<file path="config.mk">
export PLATFORM = sky130hd
export DESIGN_NAME = epoch_seconds_to_calendar_top_flat
export DESIGN_NICKNAME = d
export VERILOG_FILES = /design/src/design/ecal_pkg.sv /design/src/design/ecal_in_if.sv /design/src/design/ecal_out_if.sv /design/src/design/epoch_seconds_to_calendar_top.sv /design/src/design/ecal_tod.sv /design/src/design/ecal_date.sv /design/src/flat_wrapper.sv
export SDC_FILE = /design/constraint.sdc
export NUM_CORES = 1
export LEC_CHECK = 0
export BUFFER_PORTS_ARGS = -buffer_cell sky130_fd_sc_hd__buf_4
export CAP_MARGIN = 20
export CORE_ASPECT_RATIO = 0.6
export CORE_MARGIN = 2
export CORE_UTILIZATION = 44
export DETAILED_ROUTE_END_ITERATION = 16
export GPL_TIMING_DRIVEN = 0
export HOLD_SLACK_MARGIN = 0.12
export PLACE_DENSITY = 0.61
export SKIP_LAST_GASP = 1
export SLEW_MARGIN = 0
export SYNTH_ARGS = -nofsm -noshare
export SYNTH_HDL_FRONTEND = slang
export SYNTH_HIERARCHICAL = 1
export SYNTH_SLANG_ARGS = --single-unit
</file>
<file path="constraint.sdc">
create_clock -name i_clk -period 6.3 [get_ports i_clk]
set_input_delay 0.315 -clock i_clk [delete_from_list [all_inputs] [get_ports i_clk]]
set_output_delay 0.315 -clock i_clk [all_outputs]
set_load 0.01 [all_outputs]
</file>
<file path="src/design/ecal_pkg.sv">
// Package for the epoch-seconds to calendar converter: types and constants.
`default_nettype none

package ecal_pkg;

    // Payload types, at the widths of the channel fields.
    typedef logic [31:0] t_epoch;
    typedef logic [15:0] t_days;
    typedef logic [16:0] t_sod;
    typedef logic [4:0]  t_hour;
    typedef logic [5:0]  t_min;
    typedef logic [11:0] t_year;
    typedef logic [3:0]  t_month;
    typedef logic [4:0]  t_dom;

    // Pipeline depth: three stages split off whole days, six more split day and time.
    localparam int ECAL_DEPTH = 9;
    localparam int ECAL_HEAD  = 3;
    localparam int ECAL_TAIL  = ECAL_DEPTH - ECAL_HEAD;

    // 86400 = 128 * 675; the low seven bits bypass the division.
    localparam int          ECAL_DAY_SHIFT = 7;
    localparam logic [9:0]  ECAL_DAY_ODD   = 10'd675;
    // floor(2^32 / 675).
    localparam logic [22:0] ECAL_DAY_RECIP = 23'd6362914;
    // 1980-01-06 is day 5 when days count from 1980-01-01.
    localparam logic [15:0] ECAL_EPOCH_OFS = 16'd5;

    // floor(2^24 / 60).
    localparam logic [18:0] ECAL_MIN_RECIP = 19'd279620;
    localparam logic [6:0]  ECAL_SIXTY     = 7'd60;

    // floor(2^26 / 1461).
    localparam logic [15:0] ECAL_QUAD_RECIP = 16'd45933;
    localparam logic [11:0] ECAL_QUAD_DAYS  = 12'd1461;
    localparam logic [10:0] ECAL_LEAP_DAYS  = 11'd366;
    localparam logic [10:0] ECAL_YEAR_DAYS  = 11'd365;
    localparam logic [10:0] ECAL_TWO_YEARS  = 11'd730;
    localparam t_year       ECAL_BASE_YEAR  = 12'd1980;

endpackage

`default_nettype wire

</file>
<file path="src/design/ecal_in_if.sv">
// Input channel interface: one epoch timestamp per item.
`default_nettype none

interface ecal_in_if import ecal_pkg::*; ();
    logic   valid;
    logic   ready;
    t_epoch epoch_seconds;

    modport source (output valid, output epoch_seconds, input ready);
    modport sink   (input valid, input epoch_seconds, output ready);
endinterface

`default_nettype wire

</file>
<file path="src/design/ecal_out_if.sv">
// Output channel interface: time of day and calendar date per item.
`default_nettype none

interface ecal_out_if import ecal_pkg::*; ();
    logic   valid;
    logic   ready;
    t_hour  hour;
    t_min   minute;
    t_min   second;
    t_year  year;
    t_month month;
    t_dom   day_of_month;

    modport source (output valid, output hour, output minute, output second,
                    output year, output month, output day_of_month, input ready);
    modport sink   (input valid, input hour, input minute, input second,
                    input year, input month, input day_of_month, output ready);
endinterface

`default_nettype wire

</file>
<file path="src/design/epoch_seconds_to_calendar_top.sv">
// Top level of the epoch-seconds to calendar converter: day split and pipeline control.
//
//   Channel  Direction  Modport         Payload
//   i_in     in         ecal_in_if      epoch_seconds[31:0]
//   o_out    out        ecal_out_if     hour, minute, second, year, month, day_of_month
//
// The converter takes one item per clock cycle while the output is not stalled; the nine
// register stages each hold one multiply or one subtract-and-compare, and every item
// passes through all of them in order before its result is delivered.
// Reset clears only the stage valid bits; the data registers need no reset.
// Each stage loads when it is empty or when the stage behind it loads, so a stall at
// the output fills the empty stages first and no item is lost or repeated.
`default_nettype none

module epoch_seconds_to_calendar_top import ecal_pkg::*; (
    input  logic          i_clk,
    input  logic          i_rst_n,
    ecal_in_if.sink       i_in,
    ecal_out_if.source    o_out
);

    // One valid bit travels with each stage of the pipeline.
    logic [ECAL_DEPTH-1:0] r_vld;
    logic [ECAL_DEPTH-1:0] load;

    // Whole days come from (t >> 7) / 675, estimated low by at most one and then
    // fixed; the seconds of the day are the fixed remainder joined to the low bits.
    logic [24:0] r_s1_x;
    logic [6:0]  r_s1_lo;
    t_days       r_s1_q;
    t_days       r_s2_q;
    logic [10:0] r_s2_r;
    logic [6:0]  r_s2_lo;
    t_days       r_s3_days;
    t_sod        r_s3_sod;

    logic [47:0] n_p_day;
    logic [24:0] n_r_full;
    logic        n_r_ge;
    logic [9:0]  n_r_fix;

    // The load chain runs from the output back to the input.
    always_comb begin
        load[ECAL_DEPTH-1] = !r_vld[ECAL_DEPTH-1] || o_out.ready;
        for (int k = ECAL_DEPTH - 2; k >= 0; k--) begin
            load[k] = !r_vld[k] || load[k+1];
        end
    end

    assign i_in.ready  = load[0];
    assign o_out.valid = r_vld[ECAL_DEPTH-1];

    always_ff @(posedge i_clk) begin
        if (!i_rst_n) begin
            r_vld <= '0;
        end else begin
            if (load[0]) begin
                r_vld[0] <= i_in.valid;
            end
            for (int k = 1; k < ECAL_DEPTH; k++) begin
                if (load[k]) begin
                    r_vld[k] <= r_vld[k-1];
                end
            end
        end
    end

    assign n_p_day  = 48'(i_in.epoch_seconds[31:ECAL_DAY_SHIFT]) * 48'(ECAL_DAY_RECIP);
    assign n_r_full = r_s1_x - 25'(25'(r_s1_q) * 25'(ECAL_DAY_ODD));
    assign n_r_ge   = (r_s2_r >= 11'(ECAL_DAY_ODD));
    assign n_r_fix  = n_r_ge ? 10'(r_s2_r - 11'(ECAL_DAY_ODD)) : r_s2_r[9:0];

    always_ff @(posedge i_clk) begin
        if (load[0]) begin
            r_s1_x  <= i_in.epoch_seconds[31:ECAL_DAY_SHIFT];
            r_s1_lo <= i_in.epoch_seconds[ECAL_DAY_SHIFT-1:0];
            r_s1_q  <= n_p_day[47:32];
        end
        if (load[1]) begin
            r_s2_q  <= r_s1_q;
            r_s2_r  <= n_r_full[10:0];
            r_s2_lo <= r_s1_lo;
        end
        if (load[2]) begin
            r_s3_days <= r_s2_q + 16'(n_r_ge) + ECAL_EPOCH_OFS;
            r_s3_sod  <= {n_r_fix, r_s2_lo};
        end
    end

    // The time of day and the date go down parallel tracks of equal depth.
    ecal_tod u_tod (
        .i_clk    (i_clk),
        .i_load   (load[ECAL_DEPTH-1:ECAL_HEAD]),
        .i_sod    (r_s3_sod),
        .o_hour   (o_out.hour),
        .o_minute (o_out.minute),
        .o_second (o_out.second)
    );

    ecal_date u_date (
        .i_clk          (i_clk),
        .i_load         (load[ECAL_DEPTH-1:ECAL_HEAD]),
        .i_days         (r_s3_days),
        .o_year         (o_out.year),
        .o_month        (o_out.month),
        .o_day_of_month (o_out.day_of_month)
    );

endmodule

`default_nettype wire

</file>
<file path="src/design/ecal_tod.sv">
// Time-of-day pipeline: splits seconds of the day into hour, minute and second.
`default_nettype none

module ecal_tod import ecal_pkg::*; (
    input  logic                 i_clk,
    input  logic [ECAL_TAIL-1:0] i_load,
    input  t_sod                 i_sod,
    output t_hour                o_hour,
    output t_min                 o_minute,
    output t_min                 o_second
);

    // Minute of the day is estimated by a reciprocal multiply, then corrected once.
    t_sod        r_t4_sod;
    logic [10:0] r_t4_mest;
    logic [10:0] r_t5_mest;
    logic [6:0]  r_t5_rm;
    logic [10:0] r_t6_mod;
    t_min        r_t6_sec;
    logic [10:0] r_t7_mod;
    t_hour       r_t7_hest;
    t_min        r_t7_sec;
    t_hour       r_t8_hest;
    logic [6:0]  r_t8_rmin;
    t_min        r_t8_sec;
    t_hour       r_hour;
    t_min        r_minute;
    t_min        r_second;

    logic [35:0] n_p_mod;
    logic [16:0] n_rm_full;
    logic        n_rm_ge;
    logic [29:0] n_p_hour;
    logic [10:0] n_rmin_full;
    logic        n_rmin_ge;

    assign n_p_mod     = 36'(i_sod) * 36'(ECAL_MIN_RECIP);
    assign n_rm_full   = r_t4_sod - 17'(17'(r_t4_mest) * 17'(ECAL_SIXTY));
    assign n_rm_ge     = (r_t5_rm >= ECAL_SIXTY);
    assign n_p_hour    = 30'(r_t6_mod) * 30'(ECAL_MIN_RECIP);
    assign n_rmin_full = r_t7_mod - 11'(11'(r_t7_hest) * 11'(ECAL_SIXTY));
    assign n_rmin_ge   = (r_t8_rmin >= ECAL_SIXTY);

    always_ff @(posedge i_clk) begin
        if (i_load[0]) begin
            r_t4_sod  <= i_sod;
            r_t4_mest <= n_p_mod[34:24];
        end
        if (i_load[1]) begin
            r_t5_mest <= r_t4_mest;
            r_t5_rm   <= n_rm_full[6:0];
        end
        if (i_load[2]) begin
            r_t6_mod <= r_t5_mest + 11'(n_rm_ge);
            r_t6_sec <= n_rm_ge ? 6'(r_t5_rm - ECAL_SIXTY) : r_t5_rm[5:0];
        end
        if (i_load[3]) begin
            r_t7_mod  <= r_t6_mod;
            r_t7_hest <= n_p_hour[28:24];
            r_t7_sec  <= r_t6_sec;
        end
        if (i_load[4]) begin
            r_t8_hest <= r_t7_hest;
            r_t8_rmin <= n_rmin_full[6:0];
            r_t8_sec  <= r_t7_sec;
        end
        if (i_load[5]) begin
            r_hour   <= r_t8_hest + 5'(n_rmin_ge);
            r_minute <= n_rmin_ge ? 6'(r_t8_rmin - ECAL_SIXTY) : r_t8_rmin[5:0];
            r_second <= r_t8_sec;
        end
    end

    assign o_hour   = r_hour;
    assign o_minute = r_minute;
    assign o_second = r_second;

endmodule

`default_nettype wire

</file>
<file path="src/design/ecal_date.sv">
// Date pipeline: splits a day count into year, month and day of month.
`default_nettype none

module ecal_date import ecal_pkg::*; (
    input  logic                 i_clk,
    input  logic [ECAL_TAIL-1:0] i_load,
    input  t_days                i_days,
    output t_year                o_year,
    output t_month               o_month,
    output t_dom                 o_day_of_month
);

    // First day of each month in a common year.
    localparam logic [8:0] MONTH_START [12] = '{
        9'd0, 9'd31, 9'd59, 9'd90, 9'd120, 9'd151,
        9'd181, 9'd212, 9'd243, 9'd273, 9'd304, 9'd334
    };

    t_days       r_d4_days;
    logic [5:0]  r_d4_qest;
    logic [5:0]  r_d5_qest;
    logic [11:0] r_d5_rq;
    logic [5:0]  r_d6_quad;
    logic [10:0] r_d6_rem;
    logic [5:0]  r_d7_quad;
    logic [1:0]  r_d7_yq;
    logic [8:0]  r_d7_doy;
    logic        r_d7_leap;
    t_year       r_d8_year;
    t_month      r_d8_month;
    t_dom        r_d8_dom;
    t_year       r_year;
    t_month      r_month;
    t_dom        r_dom;

    logic [31:0] n_p_quad;
    logic [15:0] n_rq_full;
    logic        n_rq_ge;
    logic        n_leap;
    logic [10:0] n_r2;
    logic [1:0]  n_yq;
    logic [10:0] n_doy;
    t_month      n_m;
    logic [8:0]  n_start;

    assign n_p_quad  = 32'(i_days) * 32'(ECAL_QUAD_RECIP);
    assign n_rq_full = r_d4_days - 16'(16'(r_d4_qest) * 16'(ECAL_QUAD_DAYS));
    assign n_rq_ge   = (r_d5_rq >= ECAL_QUAD_DAYS);

    // The first year of a period is leap; the last day of a period lands on 31 December.
    always_comb begin
        n_leap = (r_d6_rem < ECAL_LEAP_DAYS);
        n_r2   = r_d6_rem - ECAL_LEAP_DAYS;
        if (n_leap) begin
            n_yq  = 2'd0;
            n_doy = r_d6_rem;
        end else if (n_r2 >= ECAL_TWO_YEARS) begin
            n_yq  = 2'd3;
            n_doy = n_r2 - ECAL_TWO_YEARS;
        end else if (n_r2 >= ECAL_YEAR_DAYS) begin
            n_yq  = 2'd2;
            n_doy = n_r2 - ECAL_YEAR_DAYS;
        end else begin
            n_yq  = 2'd1;
            n_doy = n_r2;
        end
    end

    // From March on the month starts move one day later in a leap year.
    always_comb begin
        logic [8:0] s;
        n_m     = '0;
        n_start = '0;
        for (int i = 0; i < 12; i++) begin
            s = MONTH_START[i] + ((i >= 2) ? 9'(r_d7_leap) : 9'd0);
            if (r_d7_doy >= s) begin
                n_m     = 4'(i);
                n_start = s;
            end
        end
    end

    always_ff @(posedge i_clk) begin
        if (i_load[0]) begin
            r_d4_days <= i_days;
            r_d4_qest <= n_p_quad[31:26];
        end
        if (i_load[1]) begin
            r_d5_qest <= r_d4_qest;
            r_d5_rq   <= n_rq_full[11:0];
        end
        if (i_load[2]) begin
            r_d6_quad <= r_d5_qest + 6'(n_rq_ge);
            r_d6_rem  <= n_rq_ge ? 11'(r_d5_rq - ECAL_QUAD_DAYS) : r_d5_rq[10:0];
        end
        if (i_load[3]) begin
            r_d7_quad <= r_d6_quad;
            r_d7_yq   <= n_yq;
            r_d7_doy  <= n_doy[8:0];
            r_d7_leap <= n_leap;
        end
        if (i_load[4]) begin
            r_d8_year  <= ECAL_BASE_YEAR + 12'({r_d7_quad, 2'b00}) + 12'(r_d7_yq);
            r_d8_month <= n_m + 4'd1;
            r_d8_dom   <= 5'(r_d7_doy - n_start + 9'd1);
        end
        if (i_load[5]) begin
            r_year  <= r_d8_year;
            r_month <= r_d8_month;
            r_dom   <= r_d8_dom;
        end
    end

    assign o_year         = r_year;
    assign o_month        = r_month;
    assign o_day_of_month = r_dom;

endmodule

`default_nettype wire

</file>
<file path="src/flat_wrapper.sv">
// flat-port wrapper written by rule: the top's interface ports become plain ports
module epoch_seconds_to_calendar_top_flat import ecal_pkg::*;
  (i_clk, i_rst_n, i_in_valid, i_in_epoch_seconds, i_in_ready, o_out_valid, o_out_hour, o_out_minute, o_out_second, o_out_year, o_out_month, o_out_day_of_month, o_out_ready);
  ecal_in_if i_in_i ();
  ecal_out_if o_out_i ();
  input  logic i_clk;
  input  logic i_rst_n;
  input wire logic [$bits(i_in_i.valid)-1:0] i_in_valid;
  input wire logic [$bits(i_in_i.epoch_seconds)-1:0] i_in_epoch_seconds;
  output wire logic [$bits(i_in_i.ready)-1:0] i_in_ready;
  output wire logic [$bits(o_out_i.valid)-1:0] o_out_valid;
  output wire logic [$bits(o_out_i.hour)-1:0] o_out_hour;
  output wire logic [$bits(o_out_i.minute)-1:0] o_out_minute;
  output wire logic [$bits(o_out_i.second)-1:0] o_out_second;
  output wire logic [$bits(o_out_i.year)-1:0] o_out_year;
  output wire logic [$bits(o_out_i.month)-1:0] o_out_month;
  output wire logic [$bits(o_out_i.day_of_month)-1:0] o_out_day_of_month;
  input wire logic [$bits(o_out_i.ready)-1:0] o_out_ready;
  assign i_in_i.valid = i_in_valid;
  assign i_in_i.epoch_seconds = i_in_epoch_seconds;
  assign i_in_ready = i_in_i.ready;
  assign o_out_valid = o_out_i.valid;
  assign o_out_hour = o_out_i.hour;
  assign o_out_minute = o_out_i.minute;
  assign o_out_second = o_out_i.second;
  assign o_out_year = o_out_i.year;
  assign o_out_month = o_out_i.month;
  assign o_out_day_of_month = o_out_i.day_of_month;
  assign o_out_i.ready = o_out_ready;
  epoch_seconds_to_calendar_top u_core (.i_clk(i_clk), .i_rst_n(i_rst_n), .i_in(i_in_i), .o_out(o_out_i));
endmodule
</file>
==> impl_metrics.csv <==
group,metric,value,unit
global_routing,antenna_found_initial,0,
placed_design,dp_hpwl,53.7,mm
synth,yosysSeqAreaShare,0.305,
floorplan,rows,76,
critical_path,cp_max_fo,10,
synth,async_flop_share,0,
synth,syn_area_per_cell,11.5,um2
synth,synth_top_area_frac,0.299,
drt,vias,20023,
drt,wire_per_inst,16.5,um
synth,yosys_register_bits,329,
critical_path,start_kind,"input pin",
floorplan,die_w,353,um
cells_and_area,final_area,35300,um2
floorplan,initial_core_util,0.446,
synth,synth_edf_count,320,
synth,synth_area_leader_cell,"edfxtp_1",
synth,synth.area.top_cells,"edfxtp_1 30%, ha_1 25%, fa_1 18%",
placed_design,place_ws,-0.0412,ns
status,run_status,"complete, no violations",
critical_path,worstPathRequired,6.61,ns
clock_network,clkTransAtPathRegs,0.07,ns
floorplan,die_area,75200,um2
timing,hold_viol,0,
cells_and_area,fin_cells,3925,
clock_network,cts_tree,"built",
clock_network,clkLatencyLatePin,0.58,ns
placed_design,place.gp.congestion,0.907,
cells_and_area,finalNetCount,3886,
synth,synth_nets,3751,
placed_design,port_buffers,74,
placed_design,dpl.cell_count,3847,
drt,postRouteAntennaNets,0,
clock_network,root_buffer,"clkbuf_16",
timing,max_slew_margin,0.364,
synth,yosysWarnings,6,
synth,ys_types,103,
critical_path,critPathMaxStageDelay,0.55,ns
synth,ys.flop_type,"edfxtp_1",
synth,syn_area,32100,um2
run,drv_cap,0,
timing,setup_violations,0,
clock_network,cts_buffers,30,
global_routing,track_usage,0.180,
timing,period_minus_slack,6.10,ns
clock_network,h-tree-depth,1,
cells_and_area,multiInputGateArea,20000,um2
global_routing,grt_max_degree,39,
timing,fmax,164,MHz
drt,drtIter0Drc,1228,
cells_and_area,regArea,9790,um2
drt,vias_per_cell,5.10,
clock_network,cts_buffer_depth,3,
clock_network,cts.sinks,329,
global_routing,grt_pass1_vias,20883,
timing,slew_violations,0,
global_routing,grt_overflow_total,0,
timing,rsz0062_at_grt,"no",
cells_and_area,drive_gt1_frac,0.0641,
critical_path,critPathSlowestCell,"dlygate4sd3_1",
timing,finClkSkew,0.0202,ns
critical_path,endpoint_kind,"flip-flop",
floorplan,core,72000,um2
drt,drc,0,
timing,period_share,0.968,
cells_and_area,num-fill-cells,6436,
drt,wl,64.7,mm
timing,setup_ws,0.199,ns
global_routing,grt_first_pass_wirelength,109,mm
critical_path,critPathArrivalTime,6.41,ns
cells_and_area,final_common_cell,"ha_1",
floorplan,ioPinCount,76,
critical_path,worstSetupPathType,"input pin to flip-flop",
synth,synthCells,2791,
critical_path,crit_chain,"dlygate4sd3_1 -> buf_4 -> fa_1 -> ha_1 -> inv_1 -> fa_1 -> inv_1 -> fa_1 -> fa_1 -> fa_1 -> ha_1 -> ha_1 -> a21oi_1 -> or3b_1 -> a32oi_2 -> o31ai_1 -> a311oi_2 -> a311oi_2 -> o31ai_2 -> xor2_1",
floorplan,die_y,213,um
timing,max_slew.worst_pin.slew,0.955,ns
drt,dr.pass1.iters,5,
cells_and_area,syn2layout_area_growth,9.91,%
placed_design,placed_cell_area,34100,um2
critical_path,cp_common_cell,"fa_1",
hold_path,hp-class,"input pin to flip-flop",
cells_and_area,layout_common_cells,"629 x ha_1, 583 x inv_1, 320 x edfxtp_1",
==> final cells by class <==
class | instances | share of cell area
inverter | 585 | 0.0622
buffer | 27 | 0.00411
clock inverter | 16 | 0.00507
multi-input combinational | 1850 | 0.567
clock buffer | 39 | 0.0228
timing repair buffer | 103 | 0.0270
sequential | 329 | 0.277
antenna | 1 | 0.0000709
tap | 975 | 0.0346
==> cell usage after synthesis (6+ instances only) <==
cell type	count
dfxtp_1	9
a21o_1	50
a211oi_1	8
o31ai_1	8
a31oi_1	20
o2111ai_1	6
and3_1	12
o21ai_0	58
ha_1	629
a21boi_0	9
a21oi_1	103
nand4_1	23
o21a_1	20
inv_1	584
nor2_1	76
edfxtp_1	320
mux2i_1	9
xnor2_1	112
or3_1	10
nand2b_1	16
and2_1	8
nand2_1	82
o21bai_1	13
clkbuf_1	16
nor3_1	21
o211ai_1	10
nand3_1	50
nor2b_1	16
xor2_1	55
fa_1	295
==> layer usage <==
metal / GRT usage / share of wire
met1: 0.283 / 0.54
met2: 0.259 / 0.39
met3: 0.0360 / 0.058
met5: 0 / 0
met4: 0.0215 / 0.0098
==> path summary, 6_finish.rpt <==
kind | start | to | slack [ns] | cells past startpoint
max | i_in_epoch_seconds[17] | u_core/r_s1_q[10] | 0.20 | 20
min reg2reg | u_core/u_tod/r_t6_sec[0] | u_core/u_tod/r_t7_sec[0] | 0.41 | 0
max reg2reg | u_core/r_s3_days[14] | u_core/u_date/r_d4_qest[5] | 0.37 | 18
min | i_rst_n | u_core/r_vld[2] | 0.25 | 2
==> state kept, by name, indices dropped and copies added, names as in the netlist, 12 cells and up <==
register,count
u_core/r_s3_sod,17
u_core/r_s1_q,16
u_core/r_s2_q,16
u_core/r_s3_days,16
u_core/u_date/o_year,12
u_core/u_date/r_d4_days,12
u_core/u_date/r_d5_rq,12
u_core/u_date/r_d8_year,12
==> through the flow <==
step	setup TNS, ns	hold slack (ns)	utilization
3_3_place_gp	0	0.403	0.471
5_1_grt	0	0.229	0.490
2_1_floorplan	0	0.400	-
3_5_place_dp	-0.0412	0.405	0.473
4_1_cts	0	0.206	0.490
6_report	0	0.254	0.490
==> repair_timing <==
action                                  4_1_cts  5_1_grt
endpoints found under the hold margin        20        0
resized for setup                             0        2
setup buffers                                 0        1
endpoints found under the setup margin        0        2
hold buffers                                 20        0
==> kinds of logic (layout without fill, tap and decap cells) <==
kind of cell | after synthesis | count (layout) | synth area share
and+or+nand+nor | 350 | 350 | 0.0554
xor gates and xnor gates | 170 | 170 | 0.0478
AOI/OAI and AO/OA | 391 | 391 | 0.0852
muxes | 15 | 15 | 0.00503
DFF | 329 | 329 | 0.305
adders and majority gates | 924 | 924 | 0.429
buffers and inverters | 612 | 770 | 0.0729
other | 0 | 1 | 0
==> critical path: cells and delay by family <==
family                     cells  cell delay, ns
adders and majority gates      8            3.32
AOI/OAI and AO/OA              6            1.35
buffers and inverters          4            0.88
and+or+nand+nor                1            0.41
xor gates and xnor gates       1            0.11
Power is not shown: default switching activity piles up to over one toggle a cycle in this logic, so the estimate is an artifact.
